## src/rtl/dstt_pkg.sv

```systemverilog
`timescale 1ns / 1ps
`default_nettype none
// ----------------------------------------------------------------------------
// Deadline-sorted task table - shared types and constants
// Transfer payloads, stored entry layout, status and action codes, sequencer
// states.
// ----------------------------------------------------------------------------
package dstt_pkg;

    localparam int DEF_TABLE_DEPTH = 16;

    localparam logic ACT_INSERT = 1'b0;
    localparam logic ACT_REMOVE = 1'b1;

    localparam logic [2:0] ST_INSERTED  = 3'd0;
    localparam logic [2:0] ST_AT_HEAD   = 3'd1;
    localparam logic [2:0] ST_FULL      = 3'd2;
    localparam logic [2:0] ST_ON_TIME   = 3'd3;
    localparam logic [2:0] ST_OVERDUE   = 3'd4;
    localparam logic [2:0] ST_NOT_FOUND = 3'd5;

    typedef struct packed {
        logic        action;
        logic [31:0] task_ident;
        logic [31:0] abs_deadline;
        logic [31:0] done_ms;
    } t_in_item;

    typedef struct packed {
        logic [2:0]  status;
        logic        head_valid;
        logic [31:0] head_task;
        logic [31:0] head_deadline;
        logic [4:0]  entry_count;
        logic [31:0] completed_count;
        logic [31:0] overdue_count;
    } t_out_item;

    typedef struct packed {
        logic [31:0] deadline;
        logic [31:0] task_id;
    } t_entry;

    typedef enum logic [1:0] {
        S_IDLE,
        S_INSERT,
        S_REMOVE,
        S_DONE
    } t_state;

endpackage

`default_nettype wire

```

## src/rtl/dstt_ram.sv

```systemverilog
`timescale 1ns / 1ps
`default_nettype none
// ----------------------------------------------------------------------------
// Generic simple dual-port RAM
// One write port, one read port, registered read data.
// ----------------------------------------------------------------------------
module dstt_ram #(
    parameter int WIDTH = 64,
    parameter int DEPTH = 16
) (
    input  wire logic                     i_clk,
    input  wire logic                     i_wr_en,
    input  wire logic [$clog2(DEPTH)-1:0] i_wr_addr,
    input  wire logic [WIDTH-1:0]         i_wr_data,
    input  wire logic [$clog2(DEPTH)-1:0] i_rd_addr,
    output logic      [WIDTH-1:0]         o_rd_data
);

    logic [WIDTH-1:0] r_mem [DEPTH];

    always_ff @(posedge i_clk) begin
        if (i_wr_en) begin
            r_mem[i_wr_addr] <= i_wr_data;
        end
        o_rd_data <= r_mem[i_rd_addr];
    end

endmodule

`default_nettype wire

```

## src/rtl/deadline_sorted_task_table.sv

```systemverilog
`timescale 1ns / 1ps
`default_nettype none
// Operation: an insert walks backward from the end of the table to its slot; a
//   rejected insert on a full table goes straight to its result; a remove walks the
//   whole table. A new item is taken only once the last result is in the output register.
// The single RAM read port walks one entry a cycle.
// Reset: synchronous, active low; the table empties and both counters clear at once,
//   the entry RAM is not cleared.
// ----------------------------------------------------------------------------
// Deadline-sorted task table
// Keeps active tasks sorted by absolute deadline in a RAM, inserting by a
// backward shift walk and removing by a forward search-and-compact walk.
// ----------------------------------------------------------------------------
module deadline_sorted_task_table
    import dstt_pkg::*;
#(
    parameter int TABLE_DEPTH = DEF_TABLE_DEPTH
) (
    input  wire logic      i_clk,
    input  wire logic      i_rst_n,
    input  wire logic      i_in_valid,
    output logic           o_in_ready,
    input  wire t_in_item  i_in_data,
    output logic           o_out_valid,
    input  wire logic      i_out_ready,
    output t_out_item      o_out_data
);

    localparam int AW = $clog2(TABLE_DEPTH);
    localparam int CW = $clog2(TABLE_DEPTH + 1);

    t_state       r_state, n_state;
    logic [CW-1:0] r_idx, n_idx;
    logic [CW-1:0] r_count, n_count;
    logic         r_found, n_found;
    logic [31:0]  r_ident, n_ident;
    logic [31:0]  r_arg, n_arg;
    logic [31:0]  r_rem_dl, n_rem_dl;
    logic [2:0]   r_status, n_status;
    t_entry       r_head, n_head;
    logic [31:0]  r_done_cnt, n_done_cnt;
    logic [31:0]  r_late_cnt, n_late_cnt;
    logic         r_out_valid, n_out_valid;
    t_out_item    r_out, n_out;

    logic          w_wr_en;
    logic [AW-1:0] w_wr_addr;
    t_entry        w_wr_data;
    logic [CW-1:0] w_rd_idx;
    t_entry        w_rd_entry;
    logic          w_in_xfer;
    logic          w_out_free;
    logic [31:0]   w_cnt32;

    assign w_in_xfer  = i_in_valid && o_in_ready;
    assign w_out_free = !r_out_valid || i_out_ready;
    assign w_cnt32    = 32'(r_count);

    dstt_ram #(
        .WIDTH ($bits(t_entry)),
        .DEPTH (TABLE_DEPTH)
    ) u_ram (
        .i_clk     (i_clk),
        .i_wr_en   (w_wr_en),
        .i_wr_addr (w_wr_addr),
        .i_wr_data (w_wr_data),
        .i_rd_addr (w_rd_idx[AW-1:0]),
        .o_rd_data (w_rd_entry)
    );

    // Next state
    always_comb begin
        n_state = r_state;
        unique case (r_state)
            S_IDLE: begin
                if (i_in_valid) begin
                    if (i_in_data.action == ACT_REMOVE) begin
                        n_state = S_REMOVE;
                    end else if (r_count >= CW'(TABLE_DEPTH)) begin
                        n_state = S_DONE;
                    end else begin
                        n_state = S_INSERT;
                    end
                end
            end
            S_INSERT: begin
                if (r_idx == '0 || w_rd_entry.deadline < r_arg) begin
                    n_state = S_DONE;
                end
            end
            S_REMOVE: begin
                if (r_idx == r_count) begin
                    n_state = S_DONE;
                end
            end
            S_DONE: begin
                if (w_out_free) begin
                    n_state = S_IDLE;
                end
            end
            default: n_state = S_IDLE;
        endcase
    end

    // Datapath and outputs
    always_comb begin
        n_idx       = r_idx;
        n_count     = r_count;
        n_found     = r_found;
        n_ident     = r_ident;
        n_arg       = r_arg;
        n_rem_dl    = r_rem_dl;
        n_status    = r_status;
        n_head      = r_head;
        n_done_cnt  = r_done_cnt;
        n_late_cnt  = r_late_cnt;
        n_out       = r_out;
        n_out_valid = r_out_valid && !i_out_ready;
        w_wr_en     = 1'b0;
        w_wr_addr   = r_idx[AW-1:0];
        w_wr_data   = w_rd_entry;
        w_rd_idx    = r_idx + CW'(1);
        o_in_ready  = 1'b0;

        unique case (r_state)
            S_IDLE: begin
                o_in_ready = 1'b1;
                if (i_in_data.action == ACT_INSERT) begin
                    // Prime the read of the last entry for the backward walk
                    w_rd_idx = r_count - CW'(1);
                end else begin
                    w_rd_idx = '0;
                end
                if (w_in_xfer) begin
                    n_found  = 1'b0;
                    n_ident  = i_in_data.task_ident;
                    n_status = ST_FULL;
                    if (i_in_data.action == ACT_INSERT) begin
                        n_idx = r_count;
                        n_arg = i_in_data.abs_deadline;
                    end else begin
                        n_idx = '0;
                        n_arg = i_in_data.done_ms;
                    end
                end
            end
            S_INSERT: begin
                w_rd_idx = r_idx - CW'(2);
                w_wr_en  = 1'b1;
                if (r_idx == '0 || w_rd_entry.deadline < r_arg) begin
                    w_wr_data = '{deadline: r_arg, task_id: r_ident};
                    n_count   = r_count + CW'(1);
                    if (r_idx == '0) begin
                        n_head   = '{deadline: r_arg, task_id: r_ident};
                        n_status = ST_AT_HEAD;
                    end else begin
                        n_status = ST_INSERTED;
                    end
                end else begin
                    // Shift the later-deadline entry up one slot
                    n_idx = r_idx - CW'(1);
                end
            end
            S_REMOVE: begin
                if (r_idx == r_count) begin
                    if (!r_found) begin
                        n_status = ST_NOT_FOUND;
                    end else begin
                        n_count = r_count - CW'(1);
                        if (r_arg > r_rem_dl) begin
                            n_status   = ST_OVERDUE;
                            n_late_cnt = (r_late_cnt == '1) ? r_late_cnt
                                                            : r_late_cnt + 32'd1;
                        end else begin
                            n_status   = ST_ON_TIME;
                            n_done_cnt = (r_done_cnt == '1) ? r_done_cnt
                                                            : r_done_cnt + 32'd1;
                        end
                    end
                end else begin
                    n_idx = r_idx + CW'(1);
                    if (r_found) begin
                        // Compact: move each later entry down one slot
                        w_wr_en   = 1'b1;
                        w_wr_addr = AW'(r_idx - CW'(1));
                        if (r_idx == CW'(1)) begin
                            n_head = w_rd_entry;
                        end
                    end else if (w_rd_entry.task_id == r_ident) begin
                        n_found  = 1'b1;
                        n_rem_dl = w_rd_entry.deadline;
                    end
                end
            end
            S_DONE: begin
                if (w_out_free) begin
                    n_out_valid           = 1'b1;
                    n_out.status          = r_status;
                    n_out.head_valid      = (r_count != '0);
                    n_out.head_task       = (r_count != '0) ? r_head.task_id : 32'd0;
                    n_out.head_deadline   = (r_count != '0) ? r_head.deadline : 32'd0;
                    n_out.entry_count     = w_cnt32[4:0];
                    n_out.completed_count = r_done_cnt;
                    n_out.overdue_count   = r_late_cnt;
                end
            end
            default: begin
            end
        endcase
    end

    always_ff @(posedge i_clk) begin
        if (!i_rst_n) begin
            r_state     <= S_IDLE;
            r_count     <= '0;
            r_done_cnt  <= '0;
            r_late_cnt  <= '0;
            r_out_valid <= 1'b0;
            r_found     <= 1'b0;
        end else begin
            r_state     <= n_state;
            r_count     <= n_count;
            r_done_cnt  <= n_done_cnt;
            r_late_cnt  <= n_late_cnt;
            r_out_valid <= n_out_valid;
            r_found     <= n_found;
        end
    end

    always_ff @(posedge i_clk) begin
        r_idx    <= n_idx;
        r_ident  <= n_ident;
        r_arg    <= n_arg;
        r_rem_dl <= n_rem_dl;
        r_status <= n_status;
        r_head   <= n_head;
        r_out    <= n_out;
    end

    assign o_out_valid = r_out_valid;
    assign o_out_data  = r_out;

    // Checks
    a_count_bound: assert property (@(posedge i_clk) disable iff (!i_rst_n)
        r_count <= CW'(TABLE_DEPTH))
        else $error("entry count above table depth");

    a_wr_in_walk: assert property (@(posedge i_clk) disable iff (!i_rst_n)
        w_wr_en |-> (r_state == S_INSERT || r_state == S_REMOVE))
        else $error("RAM write outside a table walk");

    a_ins_slot: assert property (@(posedge i_clk) disable iff (!i_rst_n)
        (r_state == S_INSERT) |-> (r_idx <= r_count && r_count < CW'(TABLE_DEPTH)))
        else $error("insert slot outside the occupied range");

    a_ins_start: assert property (@(posedge i_clk) disable iff (!i_rst_n)
        (w_in_xfer && i_in_data.action == ACT_INSERT)
            |=> (r_state == S_INSERT || r_state == S_DONE))
        else $error("insert transfer did not start a walk or finish");

endmodule

`default_nettype wire
```

## config.mk

```make
export PLATFORM = sky130hd
export DESIGN_NAME = deadline_sorted_task_table
export DESIGN_NICKNAME = d
export VERILOG_FILES = /design/src/rtl/dstt_pkg.sv /design/src/rtl/dstt_ram.sv /design/src/rtl/deadline_sorted_task_table.sv
export SDC_FILE = /design/constraint.sdc
export NUM_CORES = 1
export LEC_CHECK = 0
export BUFFER_PORTS_ARGS = -buffer_cell sky130_fd_sc_hd__buf_4
export CORE_MARGIN = 1.5
export CORE_UTILIZATION = 35
export DETAILED_ROUTE_END_ITERATION = 16
export GPL_TIMING_DRIVEN = 0
export SKIP_LAST_GASP = 1
export SLEW_MARGIN = 20
export SYNTH_ARGS = -nofsm -noshare
export SYNTH_HDL_FRONTEND = slang
export SYNTH_SLANG_ARGS = --single-unit
export TNS_END_PERCENT = 5
```

## constraint.sdc

```tcl
create_clock -name i_clk -period 8.9 [get_ports i_clk]
set_input_delay 0.445 -clock i_clk [delete_from_list [all_inputs] [get_ports i_clk]]
set_output_delay 0.445 -clock i_clk [all_outputs]
set_load 0.02 [all_outputs]
```

* Word level (Yosys, flattened, before mapping)
Memories as Yosys holds them, arrays and structs flattened. A register that Yosys moved wholly into a read port is not among the register bits. Cells that the tools add are included. Widths: inputs -> output; s select.
Operators by class: reduce and logical (&&, ||, !) cells 23, divide/modulo/power cells 0, $mul 0, magnitude comparators 3, bitwise logic cells 5, muxes and demuxes 50, equal/unequal tests 18, $add $sub $neg 7, shift operators 0
Operators with widths (count):
- $mux 64 | 7
- $pmux 64 s2 | 1
- $add 32x1->32 const B | 2
- $eq 32x32->1 const B | 2
- $mux 5 | 7
- $eq 32x32->1 | 1
- $gt 32x32->1 | 1
- $lt 32x32->1 | 1
- $mux 32 | 1
- $ne 2x2->1 const B | 10
- $reduce_and 4->1 | 5
- $mux 4 | 4
- $mux 3 | 5
- $pmux 5 s3 | 1
- $mux 1 | 12
- $mux 2 | 6
- $add 5x1->5 const B | 2
- $pmux 5 s2 | 1
- $reduce_and 5->1 | 2
- $sub 5x1->5 const B | 2
- $pmux 3 s3 | 1
- $pmux 2 s4 | 1
- $pmux 4 s2 | 1
- $reduce_and 6->1 | 1
- 18 further kinds | 29
Storage, ports and cells: memory bits (read-only) 0, register bits after elaboration 378, memory bits (writable) 1024, memories kept 1, latch bits 0
Memories:
- u_ram.r_mem | depth 16, width 64, read ports 1, clocked after memory_dff 1, write ports 1, line dstt_ram.sv:19 | logic [WIDTH-1:0] r_mem [DEPTH];

* Depth between registers and ports, before layout
depth after elaboration 5, mapped depth 14, gate-level depth less buffers 10

* Cells and area by module
From an unflattened synthesis, not the netlist that was laid out.
Second synthesis, totals: cell total of the unflattened synthesis 3066, area total of the unflattened synthesis 57492.6 µm²
By module, submodules not included:
- dstt_ram | cells an instance 1647, sequential area each 32030.7 µm², instances 1, area an instance 39581.7 µm²
- deadline_sorted_task_table | cells an instance 1419, sequential area each 10620.2 µm², instances 1, area an instance 17910.9 µm²

* Worst setup path before layout
No wires, ideal clock.
kind register to register, start point register r_out_valid, in the netlist o_out_valid, end point register r_out (netlist bit o_out_data[0]), enable pin, data required time 8248 ps, arrival time 6601 ps, slack 1647 ps, cell stages (with the launch flop) 3, library setup time 652 ps, path buffers 0, period minus slack after synthesis 7253 ps, cells stage by stage dfxtp_1 nor2b_1 nor2b_1
Between the ends: word-level cells in the longest chain between the ends 3
Ends and longest elaborated chain:
- start, declared | line deadline_sorted_task_table.sv:43 | logic r_out_valid, n_out_valid;
- start signal, assigned | line deadline_sorted_task_table.sv:225 | r_out_valid <= n_out_valid;
- $logic_not 1->1 | line deadline_sorted_task_table.sv:56 | assign w_out_free = !r_out_valid || i_out_ready;
- $logic_or 1x1->1 | line deadline_sorted_task_table.sv:56
- $reduce_and 2->1 (no source line)
- end signal, assigned | line deadline_sorted_task_table.sv:237 | r_out <= n_out;
- end, declared | line deadline_sorted_task_table.sv:44 | t_out_item r_out, n_out;
No other way between the ends. A chain may end at the register's enable or synchronous reset.

* Worst setup path after layout
start point register r_state[0], end point register u_ram.o_rd_data[38] (read register of u_ram.r_mem)
Between the ends: word-level cells in the longest chain between the ends 2, elaborated cells on any way between the ends 3, classes of those cells 1 x eq/ne; 1 x mux; 1 x reduce/logical
Ends and longest elaborated chain:
- start, declared | line deadline_sorted_task_table.sv:32 | t_state r_state, n_state;
- start signal, assigned | line deadline_sorted_task_table.sv:221 | r_state <= n_state;
- $eq 2x1->1 or $logic_not 2->1 (tied branches) | line deadline_sorted_task_table.sv:125 | unique case (r_state)
- $pmux 4 s2 * | line deadline_sorted_task_table.sv:125
- end, declared | line dstt_ram.sv:16 | output logic [WIDTH-1:0] o_rd_data
Every way passes the cells marked *; elsewhere a longest branch is shown, timed or not.

==> summary.md <==
| Metric | Value |
|---|---|
| Outcome | `finished, final reports clean` |
| Hold Crit Start | `i_out_ready` |
| Core area | `167000 µm²` |
| Setup Skew | `29.3 ps` |
| Post-CTS sizing | `0` |
| Num CTS Buffers | `155` |
| Synth area leader | `edfxtp_1` |
| Final setup viols | `0` |
| Routed WL | `166000 µm` |
| Post-synth top flop | `edfxtp_1` |
| Mean number of vias per cell | `5.18` |
| Antenna violation net count after detailed routing | `0` |
| Pwr/cell area | `386 nW/µm²` |
| Die Span Y | `414 µm` |
| Ant diodes | `0` |
| Finished Core Util | `42.6%` |
| Drt first pass iters | `7` |
| Crit. End Element | `flip-flop` |
| Post-synth cell types | `65` |
| First-pass GRT wire length | `244000 µm` |
| CP Launch Point | `r_state[0]` |
| Area taken by multi-input logic gates | `15300 µm²` |
| HP Class | `input pin to flip-flop` |
| Final Max Slew Viols | `0` |
| Synthesized net count | `4633` |
| Vias in the first global route | `37.2k` |
| Register area | `42700 µm²` |
| RSZ-0062 raised after global routing | `no` |
| Yosys reg bits | `1466` |
| Reg2reg path depth | `13` |
| Tcrit/Tclk final | `54.2%` |
| Critical Path Start Type | `flip-flop` |
| I/O pins | `240` |
| Pin count of the biggest net entering global routing | `40` |
| Most frequent cells in the layout | `edfxtp_1 (1329), nand2_1 (1124), nand3_1 (290)` |
| Final min period | `4820 ps` |
| Final worst slack | `4080 ps` |
| Clk slew on worst S/H paths | `60 ps` |
| Max Root-Sink Buffers | `3` |
| GRT Total Usage | `19.0%` |
| Setup Crit Path Kind | `flip-flop to flip-flop` |
| DR iter-0 viols | `3842` |
| Hold path depth | `3` |
| Layout cells sized above 1 | `14.1%` |
| Area grow syn2layout | `20.6%` |
| DP Area | `65200 µm²` |
| Setup TNS | `0 ps` |
| Static leakage | `24.9 nW` |
| RR Startpoint | `r_state[0]` |
| Part of the Yosys area used for sequential elements | `72.1%` |
| CTS tree | `done` |
| Final Hold Fails | `0` |
| Slew headroom | `16.2%` |
| Initial antenna violation count | `2` |
| Gp weighted congestion | `0.888` |
| CTS root buffer | `clkbuf_16` |
| Least-Margin Pin Slew | `1260 ps` |
| Worst Path Max Fanout | `10` |
| Synth Cell Area | `59100 µm²` |
| Wire per inst | `22.6 µm` |
| Port Buffers | `238` |
| Num rows | `150` |
| Initial core utilization | `35.3%` |
| Filler cell count | `15.2k` |
| WP data required | `9590 ps` |
| Fmax | `207 MHz` |
| Post-synth ARST share | `0%` |
| Vias | `38.0k` |
| Cells after Synth | `4455` |
| Synthesized area per cell | `13.3 µm²` |
| Worst Path Arrival | `5510 ps` |
| Max-cap violations | `0` |
| Synth area leaders | `edfxtp_1 (67%), nand2_1 (7.1%), dfxtp_1 (4.6%)` |
| Pre-CTS WS | `3880 ps` |
| Die width | `414 µm` |
| Clk Latency, worst-skew pair | `790 ps` |
| Die area | `171000 µm²` |
| HPWL Detailed | `116000 µm` |
| Htree depth | `4` |
| Nets | `5191` |
| Most common cell after layout, fill and taps aside | `edfxtp_1` |
| Peak supply drop | `0.000272 V` |
| DRC | `0` |
| Yosys top cell area share | `67.5%` |
| Final Cell Area | `71300 µm²` |
| Total grt overflow | `0` |
| Clock sinks | `1466` |
| Syn. warnings | `0` |
| Number of synthesized flops with an enable pin | `1329` |
==> synth_stat cells, types with 5 or more instances <==
cell type / number
and2_1: 53
dfxtp_1: 137
buf_1: 22
xnor2_1: 68
o21a_1: 5
edfxtp_1: 1329
and4_1: 10
and3_1: 135
inv_1: 86
mux2_2: 126
a31oi_1: 65
nor3_1: 18
nand2_1: 1124
ha_1: 77
mux2i_1: 12
nand3_1: 290
clkbuf_1: 220
nand2b_1: 14
nor4_1: 20
a21oi_1: 93
buf_2: 22
a21o_1: 14
or3_1: 12
xor2_1: 22
nor2b_1: 73
o211ai_1: 6
nand4_1: 39
a311oi_1: 192
nor2_1: 43
o31ai_1: 9
a211oi_1: 5
o21ai_0: 60
==> routing by layer <==
metal,part of all wire [%],up-vias,GRT usage [%]
met5,0.0048,-,0
met2,48,1473,31.4
met4,3.5,2,6.99
met1,42,18730,25.3
met3,6.8,283,2.90
li1,-,17547,-
==> critical path, cell delays in order, from the launching register on <==
cell      delay [ps]
dfxtp_1          390
inv_1             80
ha_1             220
clkbuf_1         200
nor2_1           540
a21o_1           270
buf_2            270
buf_2            610
buf_2            620
buf_1            640
nand2_1          130
a311oi_1         400
a31oi_1           80
a21oi_1          250
==> logic make-up after synthesis <==
kind of cell | after synthesis | synth area share (%)
AO/OA/AOI/OAI | 490 | 6.01
XOR/XNOR | 90 | 1.33
adder cells (fa/ha/maj) | 77 | 1.63
buffers and inverters | 352 | 2.29
flip-flops | 1466 | 72.1
multiplexers | 140 | 2.64
AND/OR/NAND/NOR | 1840 | 14.0
==> layout make-up <==
| class | count | share of cell area (%) |
|---|---|---|
| multi-input cells | 2637 | 21.5 |
| clock inverters | 72 | 1.13 |
| clock buffers | 215 | 6.03 |
| inverters | 87 | 0.461 |
| repair buffers | 401 | 5.77 |
| plain buffers | 265 | 1.47 |
| flip-flops and latches | 1466 | 59.8 |
| well taps | 2204 | 3.87 |
==> flip-flops by register name (all words and copies together) (netlist names) <==
name	flops
u_ram.r_mem	1024
o_out_data	137
r_head	64
u_ram.o_rd_data	64
r_arg	32
r_done_cnt	32
r_ident	32
r_late_cnt	32
r_rem_dl	32
r_count	5
r_idx	5
r_status	3
r_state	2
o_out_valid	1
r_found	1
==> final timing paths <==
path	endpoint	slack [ps]
worst max-delay path	u_ram.o_rd_data[38]	4080
worst min-delay path	o_out_valid	90
worst min register to register	o_out_data[135]	420
worst max register to register	u_ram.o_rd_data[38]	4080
==> timing repair <==
| item | in CTS | in global routing |
|---|---|---|
| hold endpoints to repair | 68 | 0 |
| hold buffers | 97 | 0 |
| setup buffers | 0 | 0 |
==> metrics by stage <==
step                      total power (W)  cells  hold WS (ps)
after floorplan                    0.0163   4455           400
after global placement             0.0208   6897           403
after detailed placement           0.0211   6962           407
after CTS                          0.0276   7346          17.2
after global routing               0.0289   7347          70.8
final                              0.0276   7347          87.8
==> power breakdown <==
part | switching (W) | internal [W] | total (W)
Sequential | 0.000400 | 0.00931 | 0.00971
Combinational | 0.00826 | 0.00310 | 0.0114
Clock | 0.00272 | 0.00376 | 0.00648
Total | 0.0114 | 0.0162 | 0.0276
Note: power is estimated with default switching activity, not from simulation.
